File: src/rtl/html_entity_decoder_core_defines.svh
// Assertion macros for the entity decoder RTL, used by hed_fifo.
// No dependencies; define ASSERT_OFF to compile the checks out.
`ifndef HTML_ENTITY_DECODER_CORE_DEFINES_SVH
`define HTML_ENTITY_DECODER_CORE_DEFINES_SVH
`ifndef ASSERT_OFF
`define HED_ASSERT(lbl, clk, rst_n, prop) \
    lbl: assert property (@(posedge clk) disable iff (!rst_n) prop) \
        else $error("assertion failed");
`define HED_NEVER(lbl, clk, rst_n, cond) \
    lbl: assert property (@(posedge clk) disable iff (!rst_n) !(cond)) \
        else $error("forbidden condition seen");
`else
`define HED_ASSERT(lbl, clk, rst_n, prop)
`define HED_NEVER(lbl, clk, rst_n, cond)
`endif
`endif

File: src/rtl/hed_pkg.sv
// Package of the entity decoder: trie tables, queue entry and back-end types.
// No dependencies; used by every module of the block.
package hed_pkg;

    localparam int NODE_W     = 5;
    localparam int IDX_W      = 3;
    localparam int FIFO_DEPTH = 4;
    localparam int FIFO_AW    = $clog2(FIFO_DEPTH);
    localparam int FIFO_CW    = FIFO_AW + 1;

    localparam logic [NODE_W-1:0] NODE_IDLE = '0;
    localparam logic [NODE_W-1:0] NODE_AMP  = 5'd1;
    localparam logic [7:0]        CH_SEMI   = 8'h3b;
    localparam logic [7:0]        CH_AMP    = 8'h26;

    typedef enum logic [1:0] {
        PH_A,
        PH_S,
        PH_B
    } t_phase;

    typedef struct packed {
        t_phase           phase;
        logic [IDX_W-1:0] idx;
    } t_pos;

    // One queue entry: a held prefix, an optional single byte, a trailing prefix.
    typedef struct packed {
        logic [NODE_W-1:0] node_a;
        logic              single;
        logic [7:0]        sch;
        logic              sent;
        logic [NODE_W-1:0] node_b;
        logic              eos;
    } t_entry;

    function automatic logic [NODE_W-1:0] node_child(logic [NODE_W-1:0] node, logic [7:0] c);
        logic [NODE_W-1:0] r;
        r = NODE_IDLE;
        unique case (node)
            5'd0:  if (c == CH_AMP) r = NODE_AMP;
            5'd1: begin
                if (c == "a") r = 5'd2;
                if (c == "q") r = 5'd8;
                if (c == "l") r = 5'd12;
                if (c == "g") r = 5'd14;
                if (c == "#") r = 5'd16;
            end
            5'd2: begin
                if (c == "m") r = 5'd3;
                if (c == "p") r = 5'd5;
            end
            5'd3:  if (c == "p") r = 5'd4;
            5'd5:  if (c == "o") r = 5'd6;
            5'd6:  if (c == "s") r = 5'd7;
            5'd8:  if (c == "u") r = 5'd9;
            5'd9:  if (c == "o") r = 5'd10;
            5'd10: if (c == "t") r = 5'd11;
            5'd12: if (c == "t") r = 5'd13;
            5'd14: if (c == "t") r = 5'd15;
            5'd16: begin
                if (c == "3") r = 5'd17;
                if (c == "6") r = 5'd21;
            end
            5'd17: begin
                if (c == "4") r = 5'd18;
                if (c == "8") r = 5'd19;
                if (c == "9") r = 5'd20;
            end
            5'd21: begin
                if (c == "0") r = 5'd22;
                if (c == "2") r = 5'd23;
            end
            default: r = NODE_IDLE;
        endcase
        return r;
    endfunction

    // Held text of a node, first character in the top byte.
    function automatic logic [39:0] node_text(logic [NODE_W-1:0] node);
        logic [39:0] t;
        unique case (node)
            5'd1:    t = {"&",     32'h0};
            5'd2:    t = {"&a",    24'h0};
            5'd3:    t = {"&am",   16'h0};
            5'd4:    t = {"&amp",   8'h0};
            5'd5:    t = {"&ap",   16'h0};
            5'd6:    t = {"&apo",   8'h0};
            5'd7:    t = "&apos";
            5'd8:    t = {"&q",    24'h0};
            5'd9:    t = {"&qu",   16'h0};
            5'd10:   t = {"&quo",   8'h0};
            5'd11:   t = "&quot";
            5'd12:   t = {"&l",    24'h0};
            5'd13:   t = {"&lt",   16'h0};
            5'd14:   t = {"&g",    24'h0};
            5'd15:   t = {"&gt",   16'h0};
            5'd16:   t = {"&#",    24'h0};
            5'd17:   t = {"&#3",   16'h0};
            5'd18:   t = {"&#34",   8'h0};
            5'd19:   t = {"&#38",   8'h0};
            5'd20:   t = {"&#39",   8'h0};
            5'd21:   t = {"&#6",   16'h0};
            5'd22:   t = {"&#60",   8'h0};
            5'd23:   t = {"&#62",   8'h0};
            default: t = '0;
        endcase
        return t;
    endfunction

    function automatic logic [IDX_W-1:0] node_len(logic [NODE_W-1:0] node);
        logic [IDX_W-1:0] l;
        unique case (node)
            5'd1:                                     l = 3'd1;
            5'd2, 5'd8, 5'd12, 5'd14, 5'd16:          l = 3'd2;
            5'd3, 5'd5, 5'd9, 5'd13, 5'd15, 5'd17, 5'd21: l = 3'd3;
            5'd4, 5'd6, 5'd10, 5'd18, 5'd19, 5'd20, 5'd22, 5'd23: l = 3'd4;
            5'd7, 5'd11:                              l = 3'd5;
            default:                                  l = 3'd0;
        endcase
        return l;
    endfunction

    function automatic logic [7:0] node_value(logic [NODE_W-1:0] node);
        logic [7:0] v;
        unique case (node)
            5'd4, 5'd19:  v = "&";
            5'd7, 5'd20:  v = "'";
            5'd11, 5'd18: v = "\"";
            5'd13, 5'd22: v = "<";
            5'd15, 5'd23: v = ">";
            default:      v = 8'h00;
        endcase
        return v;
    endfunction

    function automatic logic [7:0] node_char(logic [NODE_W-1:0] node, logic [IDX_W-1:0] idx);
        logic [39:0] t;
        logic [5:0]  sh;
        t  = node_text(node);
        sh = {3'd4 - idx, 3'b000};
        return t[sh +: 8];
    endfunction

endpackage

File: src/rtl/hed_front.sv
// Front end of the entity decoder: accepts bytes, walks the trie, builds queue entries.
// Depends on hed_pkg.
module hed_front
    import hed_pkg::*;
(
    input  logic       i_clk,
    input  logic       i_rst_n,
    input  logic       i_valid,
    input  logic [7:0] i_char,
    input  logic       i_eos,
    input  logic       i_space,
    output logic       o_ready,
    output logic       o_push,
    output t_entry     o_entry
);

    logic [NODE_W-1:0] r_node;
    logic [NODE_W-1:0] n_node;
    logic [NODE_W-1:0] w_child;
    logic [NODE_W-1:0] w_restart;
    logic [NODE_W-1:0] w_after;
    logic [7:0]        w_value;
    logic              w_accept;

    assign o_ready  = i_space;
    assign w_accept = i_valid && o_ready;
    assign w_value  = node_value(r_node);
    assign w_child  = node_child(r_node, i_char);
    assign w_restart = node_child(NODE_IDLE, i_char);

    always_comb begin
        o_entry = '0;
        o_entry.eos = i_eos;
        o_entry.sch = i_char;
        priority if (r_node != NODE_IDLE && w_value != 8'h00 && i_char == CH_SEMI) begin
            o_entry.single = 1'b1;
            o_entry.sch    = w_value;
            o_entry.sent   = 1'b1;
            w_after        = NODE_IDLE;
        end else if (w_child != NODE_IDLE) begin
            w_after = w_child;
        end else begin
            o_entry.node_a = r_node;
            o_entry.single = (w_restart == NODE_IDLE);
            w_after        = w_restart;
        end
        o_entry.node_b = i_eos ? w_after : NODE_IDLE;
        n_node = i_eos ? NODE_IDLE : w_after;
    end

    assign o_push = w_accept && (o_entry.node_a != NODE_IDLE || o_entry.single
                                 || o_entry.node_b != NODE_IDLE);

    always_ff @(posedge i_clk) begin
        if (!i_rst_n) begin
            r_node <= NODE_IDLE;
        end else if (w_accept) begin
            r_node <= n_node;
        end
    end

endmodule

File: src/rtl/hed_fifo.sv
// Short entry queue between the front and back ends of the entity decoder.
// Depends on hed_pkg and the assertion macro header.
`include "html_entity_decoder_core_defines.svh"
module hed_fifo
    import hed_pkg::*;
(
    input  logic   i_clk,
    input  logic   i_rst_n,
    input  logic   i_push,
    input  t_entry i_entry,
    input  logic   i_pop,
    output logic   o_space,
    output logic   o_avail,
    output t_entry o_head
);

    t_entry               r_mem [FIFO_DEPTH];
    logic [FIFO_AW-1:0]   r_wr;
    logic [FIFO_AW-1:0]   r_rd;
    logic [FIFO_CW-1:0]   r_count;

    assign o_space = (r_count != FIFO_CW'(FIFO_DEPTH));
    assign o_avail = (r_count != '0);
    assign o_head  = r_mem[r_rd];

    always_ff @(posedge i_clk) begin
        if (i_push) begin
            r_mem[r_wr] <= i_entry;
        end
    end

    always_ff @(posedge i_clk) begin
        if (!i_rst_n) begin
            r_wr    <= '0;
            r_rd    <= '0;
            r_count <= '0;
        end else begin
            if (i_push) begin
                r_wr <= r_wr + 1'b1;
            end
            if (i_pop) begin
                r_rd <= r_rd + 1'b1;
            end
            r_count <= r_count + FIFO_CW'(i_push) - FIFO_CW'(i_pop);
        end
    end

    `HED_NEVER(a_push_when_full, i_clk, i_rst_n, i_push && !o_space)
    `HED_NEVER(a_pop_when_empty, i_clk, i_rst_n, i_pop && !o_avail)
    `HED_NEVER(a_count_bound, i_clk, i_rst_n, r_count > FIFO_CW'(FIFO_DEPTH))
    `HED_ASSERT(a_count_track, i_clk, i_rst_n, (i_push && !i_pop) |=> (r_count == $past(r_count) + 1'b1))

endmodule

File: src/rtl/hed_back.sv
// Back end of the entity decoder: expands each queue entry into output bytes.
// Depends on hed_pkg.
module hed_back
    import hed_pkg::*;
(
    input  logic       i_clk,
    input  logic       i_rst_n,
    input  logic       i_avail,
    input  t_entry     i_head,
    output logic       o_pop,
    output logic       o_valid,
    input  logic       i_ready,
    output logic [7:0] o_char,
    output logic       o_entity,
    output logic       o_last
);

    t_pos r_pos;
    t_pos n_pos;
    t_pos w_cur;
    t_pos w_adv;
    t_pos w_nxt;
    logic w_final;
    logic w_fire;

    function automatic t_pos normalize(t_pos p, t_entry e);
        t_pos q;
        q = p;
        if (q.phase == PH_A && q.idx >= node_len(e.node_a)) begin
            q.phase = PH_S;
            q.idx   = '0;
        end
        if (q.phase == PH_S && !e.single) begin
            q.phase = PH_B;
            q.idx   = '0;
        end
        return q;
    endfunction

    always_comb begin
        w_cur = normalize(r_pos, i_head);
        w_adv = w_cur;
        if (w_cur.phase == PH_S) begin
            w_adv.phase = PH_B;
            w_adv.idx   = '0;
        end else begin
            w_adv.idx = w_cur.idx + 1'b1;
        end
        w_nxt   = normalize(w_adv, i_head);
        w_final = (w_nxt.phase == PH_B) && (w_nxt.idx >= node_len(i_head.node_b));
        w_fire  = i_avail && i_ready;
    end

    always_comb begin
        n_pos = r_pos;
        if (w_fire) begin
            if (w_final) begin
                n_pos.phase = PH_A;
                n_pos.idx   = '0;
            end else begin
                n_pos = w_nxt;
            end
        end
    end

    always_comb begin
        o_valid  = i_avail;
        o_pop    = w_fire && w_final;
        o_last   = w_final && i_head.eos;
        o_entity = 1'b0;
        unique case (w_cur.phase)
            PH_A:    o_char = node_char(i_head.node_a, w_cur.idx);
            PH_S: begin
                o_char   = i_head.sch;
                o_entity = i_head.sent;
            end
            PH_B:    o_char = node_char(i_head.node_b, w_cur.idx);
            default: o_char = 8'h00;
        endcase
    end

    always_ff @(posedge i_clk) begin
        if (!i_rst_n) begin
            r_pos.phase <= PH_A;
            r_pos.idx   <= '0;
        end else begin
            r_pos <= n_pos;
        end
    end

endmodule

File: src/rtl/html_entity_decoder_core.sv
// Entity decoder top level: byte stream in, decoded byte stream out.
// Instantiates hed_front, hed_fifo and hed_back; depends on hed_pkg.
//
// Usage: bytes enter on the slave stream, one per transaction, with tlast on
// the final byte of each string. Decoded bytes leave on the master stream,
// tuser set on a byte that replaced an entity and tlast on the final output
// byte of a string. A byte that only extends a partial entity produces no
// output yet; its bytes appear later, either as one decoded byte or flushed
// unchanged in order. The front end accepts one byte per cycle while the
// four-entry queue has room. The back end emits one output byte per cycle
// while the queue holds an entry and the receiver is ready; a flush emits
// a held prefix of up to five bytes, then the current byte. With the queue
// empty, a byte that pushes an entry shows its first output byte in the
// cycle after it is accepted. When the receiver stalls, the queue fills and
// tready drops at four pending entries. Reset clears the trie state and the queue.
module html_entity_decoder_core
    import hed_pkg::*;
(
    input  logic       i_clk,
    input  logic       i_rst_n,
    input  logic       i_s_tvalid,
    output logic       o_s_tready,
    input  logic [7:0] i_s_tdata,   // [7:0] char_in
    input  logic       i_s_tlast,   // end_of_string
    output logic       o_m_tvalid,
    input  logic       i_m_tready,
    output logic [7:0] o_m_tdata,   // [7:0] char_out
    output logic       o_m_tuser,   // [0] from_entity
    output logic       o_m_tlast    // last_out
);

    logic   w_space;
    logic   w_avail;
    logic   w_push;
    logic   w_pop;
    t_entry w_entry;
    t_entry w_head;

    hed_front u_front (
        .i_clk   (i_clk),
        .i_rst_n (i_rst_n),
        .i_valid (i_s_tvalid),
        .i_char  (i_s_tdata),
        .i_eos   (i_s_tlast),
        .i_space (w_space),
        .o_ready (o_s_tready),
        .o_push  (w_push),
        .o_entry (w_entry)
    );

    hed_fifo u_fifo (
        .i_clk   (i_clk),
        .i_rst_n (i_rst_n),
        .i_push  (w_push),
        .i_entry (w_entry),
        .i_pop   (w_pop),
        .o_space (w_space),
        .o_avail (w_avail),
        .o_head  (w_head)
    );

    hed_back u_back (
        .i_clk    (i_clk),
        .i_rst_n  (i_rst_n),
        .i_avail  (w_avail),
        .i_head   (w_head),
        .o_pop    (w_pop),
        .o_valid  (o_m_tvalid),
        .i_ready  (i_m_tready),
        .o_char   (o_m_tdata),
        .o_entity (o_m_tuser),
        .o_last   (o_m_tlast)
    );

endmodule
File: config.mk
export PLATFORM = sky130hd
export DESIGN_NAME = html_entity_decoder_core
export DESIGN_NICKNAME = d
export VERILOG_FILES = /design/src/rtl/hed_pkg.sv /design/src/rtl/hed_front.sv /design/src/rtl/hed_fifo.sv /design/src/rtl/hed_back.sv /design/src/rtl/html_entity_decoder_core.sv
export VERILOG_INCLUDE_DIRS = /design/src /design/src/rtl
export SDC_FILE = /design/constraint.sdc
export NUM_CORES = 1
export LEC_CHECK = 0
export ABC_AREA = 1
export BUFFER_PORTS_ARGS = -buffer_cell sky130_fd_sc_hd__buf_2
export CAP_MARGIN = 30
export CORE_ASPECT_RATIO = 1.75
export CORE_MARGIN = 8
export CORE_UTILIZATION = 50
export CTS_CLUSTER_DIAMETER = 40
export DETAILED_ROUTE_END_ITERATION = 7
export GPL_TIMING_DRIVEN = 0
export PLACE_DENSITY = 0.67
export RECOVER_POWER = 50
export SLEW_MARGIN = 20
export SYNTH_ARGS = -nofsm -noshare
export SYNTH_HDL_FRONTEND = slang
export SYNTH_SLANG_ARGS = --single-unit
export TNS_END_PERCENT = 30
File: constraint.sdc
create_clock -name i_clk -period 11.76 [get_ports i_clk]
set_input_delay 2.352 -clock i_clk [delete_from_list [all_inputs] [get_ports i_clk]]
set_output_delay 2.352 -clock i_clk [all_outputs]
set_load 0.02 [all_outputs]
==> summary.md <==
| Metric | Value |
|---|---|
| Status | finished, violations left |
| Failing checks | capacitance limit, slew limit |
| CTS buffer count | 9 |
| Inst Count DP | 1,086 |
| Slowest stage delay, CP | 0.44 ns |
| Synth area leader | edfxtp_1 |
| Io pins | 25 |
| Compound-gate portion of the synthesized area | 11.0% |
| Most frequent cells in the layout | 252 x nand2_1, 123 x nor2_1, 84 x edfxtp_1 |
| HPWL Detailed | 14,700 microns |
| Clock Latency Late Sink | 0.35 ns |
| Synthesized instance count | about 890 |
| PostCTS Resize Cnt | 0 |
| Drt wl/cell | 16.9 microns |
| Setup crit start kind | register |
| DRC Markers | 0 |
| Post-DRT Antenna Nets | 0 |
| Adder-Cell Fraction of Synth Area | around 4.0% |
| DP Area | about 0.0072 sq mm |
| Post-Syn Nets | 922 |
| Port bufs | 24 |
| Netlist cell types | 43 |
| Crit. End Element | output pin |
| Largest net degree at the start of global routing | 22 |
| Clk root buf | clkbuf_16 |
| Largest family of logic cells by synthesized area | simple AND/OR/NAND/NOR gates |
| Max_cap viols | 2 |
| Simple-Gate Fraction of Synth Area | 33.2% |
| Die area | 0.0178 sq mm |
| PD cells | 223 mW/mm^2 |
| GRT Residual Overflow | 0 |
| Worst Path Max Fanout | 10 |
| Req. time, crit path | about 9.4 ns |
| Ys Warns | 0 |
| GRT Total Usage | 20.9% |
| Vias in the first global route | 5,841 |
| Area grow syn2layout | 8.19% |
| Routed vias/inst | 5.45 |
| WP data arrival | 7.24 ns |
| Reg clk slew, reported paths | 0.08 ns |
| Count of final setup violators | 0 |
| Setup ws final | 2.17 ns |
| Detailed Route WL | about 19,000 microns |
| Hold Fails Final Rpt | 0 |
| Share of post-route cells with drive strength above 1 | 12.0% |
| Drt first pass iters | 5 |
| Hold-fix buffer count after cts | 0 |
| Cell mode on critical path | nand2_1 |
| First-pass GRT wire length | 28,800 microns |
| Setup TNS | 0 ns |
| Die X | 104 microns |
| Mapped Area | between 0.006 and 0.007 sq mm |
| Least-Margin Pin Slew | 2.01 ns |
| Placeable Area | 0.0134 sq mm |
| Xor/xnor share of the synthesized area | 0.367% |
| Sink Count | 108 |
| DR iter-0 viols | 393 |
| Number of antenna violations at the first check in global routing | 0 |
| Final period util | 81.5% |
| Post-CTS Setup Inserts | 0 |
| Worst Hold Class | register to register |
| Synth top area share | 36.9% |
| CP max-delay cell | clkbuf_1 |
| Post-Syn Area per Cell | 7.69 sq um |
| WS Path Type | register to output pin |
| Worst VDD drop | 115 uV |
| Leakage | about 3.2 nW |
| Worst slew margin | -34.3% |
| Achievable Freq | 104 MHz |
| Placer Congestion | about 0.96 |
| Synth top area cells | edfxtp_1 37%, nand2_1 14%, dfxtp_1 7.0% |
| WP buf/inv | 8 |
| Die Y | 171 microns |
| Antenna diode count | 0 |
| Synth Register Bits | 108 |
| RSZ-0062 raised after global routing | false |
| Via Count | 6,001 |
| H-tree depth | 3 |
| Post-Place Setup Slack | 2.51 ns |
| Post-synthesis mux area share | 0% |
| Layout Cells excl Fill | 1,102 |
| Starting density of the core | 51.0% |
| Max-slew violations | between 40 and 50 |
| Sequential fraction of the synthesis area | 44.0% |
| Clock Path Buffers | 2 |
| Final min period | 9.59 ns |
| Clock Skew | 0.0134 ns |
| Design area | ~0.0074 sq mm |
| Fin nets | ~960 |
| CTS tree | yes |
| Most common cell after layout, fill and taps aside | nand2_1 |
| Std cell rows | 56 |
| Delay-heaviest family, CP | simple AND/OR/NAND/NOR gates |
power breakdown:
part | internal (mW) | switching (mW) | leakage [nW]
Combinational | 0.264 | 0.621 | 2.11
Sequential | 0.453 | 0.0192 | 0.971
Clock | 0.152 | 0.135 | 0.146
Total | 0.869 | 0.775 | 3.22
state kept, by name, indices dropped and copies added (netlist names), named ones only:
| name | count |
|---|---|
| u_fifo.r_wr | 2 |
| u_fifo.r_count | 3 |
| u_back.r_pos | 5 |
| u_fifo.r_mem | 84 |
| u_front.w_value | 5 |
| u_fifo.r_rd | 2 |
| u_front.r_node | 5 |
layer usage:
metal | GRT usage (%) | vias up | wire length, microns
li1 | - | 3026 | -
met5 | 0 | - | 0
met4 | 15.6 | 0 | 1160
met2 | 41.5 | 170 | 10300
met3 | 2.56 | 60 | 496
met1 | 18.6 | 2745 | 6620
synth_stat cells, drive strengths merged:
cell and instances:
nand3b 2, xor2 1, o211ai 16, and2 1, nand3 84, a21oi 30, a221oi 2, o21ai 53
o21a 2, nor3b 1, edfxtp 84, fa 1, ha 20, a31oi 3, clkbuf 10, a22oi 2
a32o 1, o31ai 2, nor2 138, xnor2 1, a32oi 1, nor3 16, o22ai 12, inv 95
buf 16, nand4 5, nand2 265, dfxtp 24
per-stage QoR:
| step | power [mW] | hold slack [ns] | util, % |
|---|---|---|---|
| floorplan | 1.12 | 0.463 | - |
| global placement | 1.36 | 0.493 | 53.5 |
| detailed placement | 1.37 | 0.493 | 53.8 |
| CTS | 1.65 | 0.505 | 55.9 |
| global route | 1.76 | 0.529 | 55.2 |
| finish | 1.64 | 0.502 | 55.2 |
path summary, 6_finish.rpt:
kind / slack, ns / from / cells after the start / to
max reg2reg: 4.03 / register / 44 / u_fifo.r_count[2]
min: 0.50 / u_back.r_pos[1] / 2 / u_back.r_pos[1]
max: 2.17 / register / 37 / o_m_tlast
min reg2reg: 0.50 / u_back.r_pos[1] / 2 / u_back.r_pos[1]
cell type report:
class | instances | area, sq um
fillers | 1322 | 6000
multi-input cells | 659 | 3260
flip-flops and latches | 108 | 3000
inverters | 95 | 362
clock buffers | 10 | 239
well taps | 174 | 218
plain buffers | 26 | 150
repair buffers | 24 | 113
clock inverters | 6 | 43.8
kinds of logic after synthesis:
group                      after synthesis
AOI/OAI and AO/OA                      124
xor gates and xnor gates                 2
adders and majority gates               21
buffers and inverters                  121
DFF                                    108
and+or+nand+nor                        512
worst register-to-register path: cells and delay by family (launching register included):
family,cells,cell delay [ns]
and+or+nand+nor,17,2.15
buffers and inverters,10,1.59
DFF,1,0.38
AOI/OAI and AO/OA,10,1.51
adders and majority gates,7,2.04
(Power assumes the default switching activity.)
